`src/rtl/smx_pkg.sv`:
```
`default_nettype none
// ----------------------------------------------------------------------------
// smx_pkg
// Shared types, codes and helpers of the stack machine executor.
// ----------------------------------------------------------------------------
package smx_pkg;

    localparam int STACK_DEPTH_DEF = 2048;
    localparam int CODE_DEPTH_DEF  = 512;
    localparam int FRAME_WORDS     = 4;

    // instruction codes
    localparam logic [3:0] OP_LIT = 4'd1;
    localparam logic [3:0] OP_OPR = 4'd2;
    localparam logic [3:0] OP_LOD = 4'd3;
    localparam logic [3:0] OP_STO = 4'd4;
    localparam logic [3:0] OP_CAL = 4'd5;
    localparam logic [3:0] OP_INC = 4'd6;
    localparam logic [3:0] OP_JMP = 4'd7;
    localparam logic [3:0] OP_JPC = 4'd8;
    localparam logic [3:0] OP_PRT = 4'd9;
    localparam logic [3:0] OP_RD  = 4'd10;
    localparam logic [3:0] OP_HLT = 4'd11;

    // operation numbers of opr
    localparam logic [31:0] OPR_RET = 32'd0;
    localparam logic [31:0] OPR_NEG = 32'd1;
    localparam logic [31:0] OPR_ADD = 32'd2;
    localparam logic [31:0] OPR_SUB = 32'd3;
    localparam logic [31:0] OPR_MUL = 32'd4;
    localparam logic [31:0] OPR_DIV = 32'd5;
    localparam logic [31:0] OPR_ODD = 32'd6;
    localparam logic [31:0] OPR_MOD = 32'd7;
    localparam logic [31:0] OPR_EQL = 32'd8;
    localparam logic [31:0] OPR_NEQ = 32'd9;
    localparam logic [31:0] OPR_LSS = 32'd10;
    localparam logic [31:0] OPR_LEQ = 32'd11;
    localparam logic [31:0] OPR_GTR = 32'd12;
    localparam logic [31:0] OPR_GEQ = 32'd13;

    // fault codes, larger code wins
    localparam logic [1:0] FLT_NONE  = 2'd0;
    localparam logic [1:0] FLT_DIV0  = 2'd1;
    localparam logic [1:0] FLT_RANGE = 2'd2;
    localparam logic [1:0] FLT_BAD   = 2'd3;

    typedef enum logic [3:0] {
        CL_LIT, CL_OPR, CL_LOD, CL_STO, CL_CAL, CL_INC,
        CL_JMP, CL_JPC, CL_PRT, CL_RD, CL_HLT, CL_BAD
    } op_class_t;

    typedef enum logic [3:0] {
        ST_CLEAR, ST_IDLE, ST_WALK, ST_WALK_WAIT, ST_RD_X, ST_RD_X_WAIT,
        ST_RD_Y, ST_RD_Y_WAIT, ST_EXEC, ST_DIV_WAIT, ST_WRITE,
        ST_PC_MOD, ST_PC_WAIT, ST_DONE
    } state_t;

    typedef struct packed {
        logic [3:0]         opcode;
        logic [3:0]         level;
        logic signed [31:0] modifier;
        logic signed [31:0] read_value;
    } in_t;

    typedef struct packed {
        logic [8:0]         next_pc;
        logic [11:0]        base_ptr;
        logic [11:0]        stack_ptr;
        logic               halted;
        logic               print_valid;
        logic signed [31:0] print_value;
        logic [1:0]         fault;
    } out_t;

    typedef struct packed {
        in_t       data;
        op_class_t cls;
    } q_entry_t;

    typedef struct packed {
        logic     valid;
        q_entry_t entry;
    } q_head_t;

    typedef struct packed {
        logic        start;
        logic        sgn;
        logic [31:0] dvd;
        logic [31:0] dvs;
    } div_req_t;

    typedef struct packed {
        logic        done;
        logic [31:0] quo;
        logic [31:0] rem;
    } div_rsp_t;

    function automatic op_class_t classify(input logic [3:0] op);
        op_class_t c;
        case (op)
            OP_LIT: c = CL_LIT;
            OP_OPR: c = CL_OPR;
            OP_LOD: c = CL_LOD;
            OP_STO: c = CL_STO;
            OP_CAL: c = CL_CAL;
            OP_INC: c = CL_INC;
            OP_JMP: c = CL_JMP;
            OP_JPC: c = CL_JPC;
            OP_PRT: c = CL_PRT;
            OP_RD:  c = CL_RD;
            OP_HLT: c = CL_HLT;
            default: c = CL_BAD;
        endcase
        return c;
    endfunction

    function automatic logic [1:0] fault_max(input logic [1:0] a, input logic [1:0] b);
        return (a > b) ? a : b;
    endfunction

endpackage
`default_nettype wire

```
`src/rtl/smx_front.sv`:
```
`default_nettype none
// ----------------------------------------------------------------------------
// smx_front
// Accepts instruction words, classifies them and holds them in a two-entry queue.
// ----------------------------------------------------------------------------
module smx_front (
    input  wire                 aclk,
    input  wire                 aresetn,
    input  wire                 s_valid,
    output logic                s_ready,
    input  smx_pkg::in_t        s_data,
    output smx_pkg::q_head_t    head,
    input  wire                 pop
);

    smx_pkg::q_entry_t e0_reg, e1_reg;
    logic              wptr_reg, rptr_reg;
    logic [1:0]        cnt_reg, cnt_next;
    logic              push;
    smx_pkg::q_entry_t ent;

    assign s_ready = (cnt_reg != 2'd2);
    assign push    = s_valid && s_ready;

    // classify the incoming word
    always_comb begin
        ent.data = s_data;
        ent.cls  = smx_pkg::classify(s_data.opcode);
    end

    always_comb begin
        cnt_next = cnt_reg;
        if (push && !pop) begin
            cnt_next = cnt_reg + 2'd1;
        end else if (pop && !push) begin
            cnt_next = cnt_reg - 2'd1;
        end
    end

    // queue storage and pointers
    always_ff @(posedge aclk) begin
        if (!aresetn) begin
            wptr_reg <= 1'b0;
            rptr_reg <= 1'b0;
            cnt_reg  <= '0;
        end else begin
            cnt_reg <= cnt_next;
            if (push) begin
                wptr_reg <= ~wptr_reg;
            end
            if (pop) begin
                rptr_reg <= ~rptr_reg;
            end
        end
        if (push && !wptr_reg) begin
            e0_reg <= ent;
        end
        if (push && wptr_reg) begin
            e1_reg <= ent;
        end
    end

    assign head.valid = (cnt_reg != 2'd0);
    assign head.entry = rptr_reg ? e1_reg : e0_reg;

`ifndef NO_ASSERTIONS
    a_pop_nonempty: assert property (@(posedge aclk) disable iff (!aresetn)
        pop |-> cnt_reg != 2'd0) else $error("pop from empty queue");
    a_cnt_bound: assert property (@(posedge aclk) disable iff (!aresetn)
        cnt_reg != 2'd3) else $error("queue count overflow");
    a_push_room: assert property (@(posedge aclk) disable iff (!aresetn)
        push |-> cnt_reg != 2'd2) else $error("push into full queue");
`endif

endmodule
`default_nettype wire

```
`config.mk`:
```
export PLATFORM = sky130hd
export DESIGN_NAME = smx_front
export DESIGN_NICKNAME = d
export VERILOG_FILES = /design/src/rtl/smx_pkg.sv /design/src/rtl/smx_front.sv
export SDC_FILE = /design/constraint.sdc
export NUM_CORES = 1
export LEC_CHECK = 0
export BUFFER_PORTS_ARGS = -buffer_cell sky130_fd_sc_hd__buf_2
export CORE_ASPECT_RATIO = 1.2
export CORE_MARGIN = 1.5
export CORE_UTILIZATION = 56
export DETAILED_ROUTE_END_ITERATION = 8
export GPL_TIMING_DRIVEN = 0
export PLACE_DENSITY = 0.84
export SLEW_MARGIN = 5
export SYNTH_ARGS = -nofsm -noshare
export SYNTH_HDL_FRONTEND = slang
export SYNTH_SLANG_ARGS = --single-unit
export TNS_END_PERCENT = 1
```
`constraint.sdc`:
```
create_clock -name aclk -period 5.4 [get_ports aclk]
set_clock_uncertainty 0.05 [all_clocks]
set_input_delay 0.81 -clock aclk [delete_from_list [all_inputs] [get_ports aclk]]
set_output_delay 0.81 -clock aclk [all_outputs]
set_load 0.02 [all_outputs]
```
# After elaboration in Yosys (flattened, before gate mapping)
# Memories as Yosys holds them, arrays and structs flattened.
# Cells that the tools add are included.
[totals]
ff_bits = 156
mem_bits_ro = 64
in_bits = 76
out_inout_bits = 78
wordCells = 32
n_memories = 1
[classes]
addsub = 2
n_eq_ne = 1
mux = 3
bitwise_logic = 2
n_reduce_logical = 10
[mem_list]
columns = ["name", "words", "width", "rd", "rd_clocked_by_memory_dff", "wr", "line", "text"]
rows = [
  ["(name not given)", 16, 4, 1, 0, 0, "smx_pkg.sv:100", "case (op)"],
]
[op_table]
columns = ["op", "count"]
rows = [
  ["$mux W76", 1],
  ["$logic_and A1 B1 Y1", 5],
  ["$mux W2", 2],
  ["$reduce_bool A2 Y1", 2],
  ["$logic_not A1 Y1", 3],
  ["$add A2 B1 Y2 const B", 1],
  ["$ne A2 B2 Y1 const B", 1],
  ["$not A1 Y1", 2],
  ["$sub A2 B1 Y2 const B", 1],
]

# Longest topological paths before layout
[logic_depth]
depth_word = 6
ltp_mapped = 6
ltp_nobuf = 6

# Least setup slack after synthesis
# No wires, ideal clock.
[synth_path]
kind = "input-to-reg"
startpoint = "input s_valid"
endpoint = "register e1_reg[0] (netlist bit) (enable)"
arrival_time_ns = 2.635
required_time_ns = 4.907
setup_slack_ns = 2.272
path_stages = 1
path_cell_list = "and3_1"
[synth_between]
elab_chain_cells = 2
[synth_lines]
columns = ["element", "line", "text"]
rows = [
  ["start, declared", "smx_front.sv:9", "input wire s_valid,"],
  ["$logic_and A1 B1 Y1", "smx_front.sv:23", "assign push = s_valid && s_ready;"],
  ["$logic_and A1 B1 Y1", "smx_front.sv:58", "if (push && wptr_reg) begin"],
  ["end signal, assigned", "smx_front.sv:59", "e1_reg <= ent;"],
  ["end, declared", "smx_front.sv:16", "smx_pkg::q_entry_t e0_reg, e1_reg;"],
]
# No other way between the ends.
# A chain may end at the register's enable or synchronous reset.

==> flow_metrics.py <==
metrics = {
    "placed_design": {
        "numPortBuffers": 153,
        "dp_hpwl_mm": 6.82,
        "dp_slack_ns": 3.22,
        "place_congestion": 0.728,
    },
    "pwr": {
        "p_leak_nw": 2.90,
        "ir_drop_v": 0.000368,
        "p_per_area_nw_per_um2": 417,
    },
    "sta": {
        "finalSetupViolCount": 0,
        "slew_viol_final": 0,
        "period_needed_ns": 2.52,
        "fin_crit_sh": 0.466,
        "hold_viol_final": 0,
        "layout_setup_ws_ns": 2.88,
        "fmax_mhz": 398,
        "grt_setup_unrepaired": "no",
        "tns_ns": 0,
        "worst_pin_slew_ns": 0.465,
        "relSlewSlack": 0.690,
    },
    "global_routing": {
        "grt_overflow": 0,
        "antenna_found_initial": 0,
        "grt_first_pass_wirelength_mm": 15.5,
        "grt_max_degree": 52,
        "grtUsageTotal": 0.188,
        "grt_pass1_vias": 3206,
    },
    "cts": {
        "clockBufferDepth": 2,
        "htree_num_levels": 4,
        "clk_latency_ns": 0.40,
        "cts.sinks": 156,
        "clock-root-buffer": "clkbuf_16",
        "path_clk_slew_ns": 0.06,
        "post_cts_resized": 0,
        "ctsHoldBuffers": 0,
        "cts_tree": "yes",
        "post_cts_buffers": 0,
        "cts_buffers": 17,
    },
    "synthesis": {
        "ys.flop_type": "edfxtp_1",
        "yosysTopAreaCell": "edfxtp_1",
        "syn_nets": 356,
        "avgSynthCellArea_sq_um": 21.5,
        "synth-seq-area-share": 0.784,
        "syn_area_sq_um": 5930,
        "synthTopCellsByArea": "edfxtp_1, mux2_2, mux2_4",
        "synthDistinctLibCells": 25,
        "synth-edff-count": 152,
        "synth_top_area_share": 0.770,
        "yosysWarnings": 0,
        "async_flop_share": 0,
        "ys_ff_latch": 156,
        "synthCells": 276,
    },
    "detailed_routing": {
        "antenna_left": 0,
        "drt-pass1-iter-count": 4,
        "viasPerCell": 5.15,
        "drtIter0Drc": 195,
        "wl_mm": 10.1,
        "drcViolationCount": 0,
        "avgRoutedWirePerCell_um": 17.1,
        "num_vias": 3031,
    },
    "critical_path": {
        "start_kind": "flop",
        "crit_end": "head[35]",
        "crit-reg2reg-launch": "cnt_reg[0]",
        "r2r_cells": 4,
        "critical_path_class": "reg -> out",
        "critPathCaptureType": "output port",
        "critPathRequiredTime_ns": 4.54,
        "critPathMaxFanout": 10,
        "r2r_slack_ns": 3.54,
        "cp-startpoint": "rptr_reg",
        "r2r-end": "e0_reg[0]",
        "cp.arrival_ns": 1.66,
    },
    "final_layout": {
        "fillers": 652,
        "drive_gt1_frac": 0.589,
        "fin_util": 0.735,
        "syn_to_final_growth_pct": 26.1,
        "seq_area_sq_um": 4640,
        "multi_input_area_sq_um": 1180,
        "antennaDiodeCount": 0,
        "nets": 530,
    },
    "floorplan": {
        "die_w_um": 96.9,
        "dieArea_sq_um": 11200,
        "start_util": 0.583,
        "num_io_pins": 154,
        "die_y_um": 116,
        "coreArea_sq_um": 10200,
        "placementRows": 40,
    },
    "hold_path": {
        "hold_path_class": "reg -> reg",
    },
    "flow_run": {
        "cap_violations": 0,
    },
    "run_status": {
        "status": "completed",
    },
}
-- layout make-up --
cell class | count | share of cell area
clock buffer | 20 | 0.0584
buffer | 9 | 0.0117
multi-input combinational | 105 | 0.157
clock inverter | 11 | 0.0164
inverter | 6 | 0.00335
tap | 126 | 0.0211
timing repair buffer | 155 | 0.110
sequential | 156 | 0.622
-- metal layers --
metal / GRT usage / up-vias / wire length (um) / share of wire
met5: 0 / - / 0 / 0
met2: 0.336 / 104 / 5540 / 0.55
met3: 0.0633 / 16 / 494 / 0.049
li1: - / 1428 / - / -
met1: 0.197 / 1483 / 3810 / 0.38
met4: 0.101 / 0 / 232 / 0.023
-- worst max-delay path, cell delays in order (launching register included) --
cell     delay [ns]
dfxtp_1        0.32
buf_6          0.11
buf_6          0.17
buf_8          0.18
mux2_4         0.31
buf_2          0.16
-- cells in the mapped netlist (2+ instances only) --
| master | count |
|---|---|
| mux2_4 | 30 |
| nand2_1 | 3 |
| buf_6 | 2 |
| buf_2 | 4 |
| nor2_1 | 2 |
| ha_1 | 4 |
| a21oi_1 | 5 |
| edfxtp_1 | 152 |
| dfxtp_1 | 4 |
| inv_1 | 6 |
| xor2_1 | 3 |
| mux2_2 | 46 |
| buf_8 | 3 |
-- power breakdown --
group          internal, W  leakage [nW]  switching, W
sequential         0.00147          1.45     0.0000294
combinational     0.000212          1.20      0.000294
clock             0.000675         0.250      0.000435
-- worst min-delay path by stage --
stage | endpoint | depth (start not counted) | slack [ns] | from
after floorplan | cnt_reg[1] | 2 | 0.42 | cnt_reg[1]
after global placement | cnt_reg[1] | 2 | 0.43 | cnt_reg[1]
after detailed placement | cnt_reg[1] | 2 | 0.46 | cnt_reg[1]
after CTS | cnt_reg[1] | 2 | 0.46 | cnt_reg[1]
after global routing | cnt_reg[1] | 2 | 0.51 | cnt_reg[1]
final | cnt_reg[1] | 2 | 0.46 | cnt_reg[1]
-- placed cells by master (no fill, tap or decap), drive strengths merged, types with 3 or more instances in the layout --
cell type	instances
edfxtp	152
mux2	76
ha	4
dfxtp	4
nand2	3
inv	6
buf	164
a21oi	5
clkinvlp	7
clkbuf	20
xor2	3
-- through the flow --
step | cell area, sq um | power, W | hold WS, ns | std cells
floorplan | 5930 | 0.00186 | 0.417 | 276
global placement | 6850 | 0.00202 | 0.432 | 555
detailed placement | 6910 | 0.00204 | 0.458 | 557
CTS | 7470 | 0.00315 | 0.462 | 588
global route | 7470 | 0.00323 | 0.513 | 588
finish | 7470 | 0.00311 | 0.457 | 588
-- cell families (layout without fill, tap and decap cells) --
| kind of cell | count (synthesis) | in the layout | share of synthesized area |
|---|---|---|---|
| buffers and inverters | 15 | 201 | 0.0186 |
| AOI/OAI and AO/OA | 8 | 8 | 0.00802 |
| and+or+nand+nor | 13 | 13 | 0.0118 |
| xor gates and xnor gates | 4 | 4 | 0.00591 |
| muxes | 76 | 76 | 0.163 |
| DFF | 156 | 156 | 0.784 |
| adders and majority gates | 4 | 4 | 0.00845 |
(Power assumes the default switching activity.)
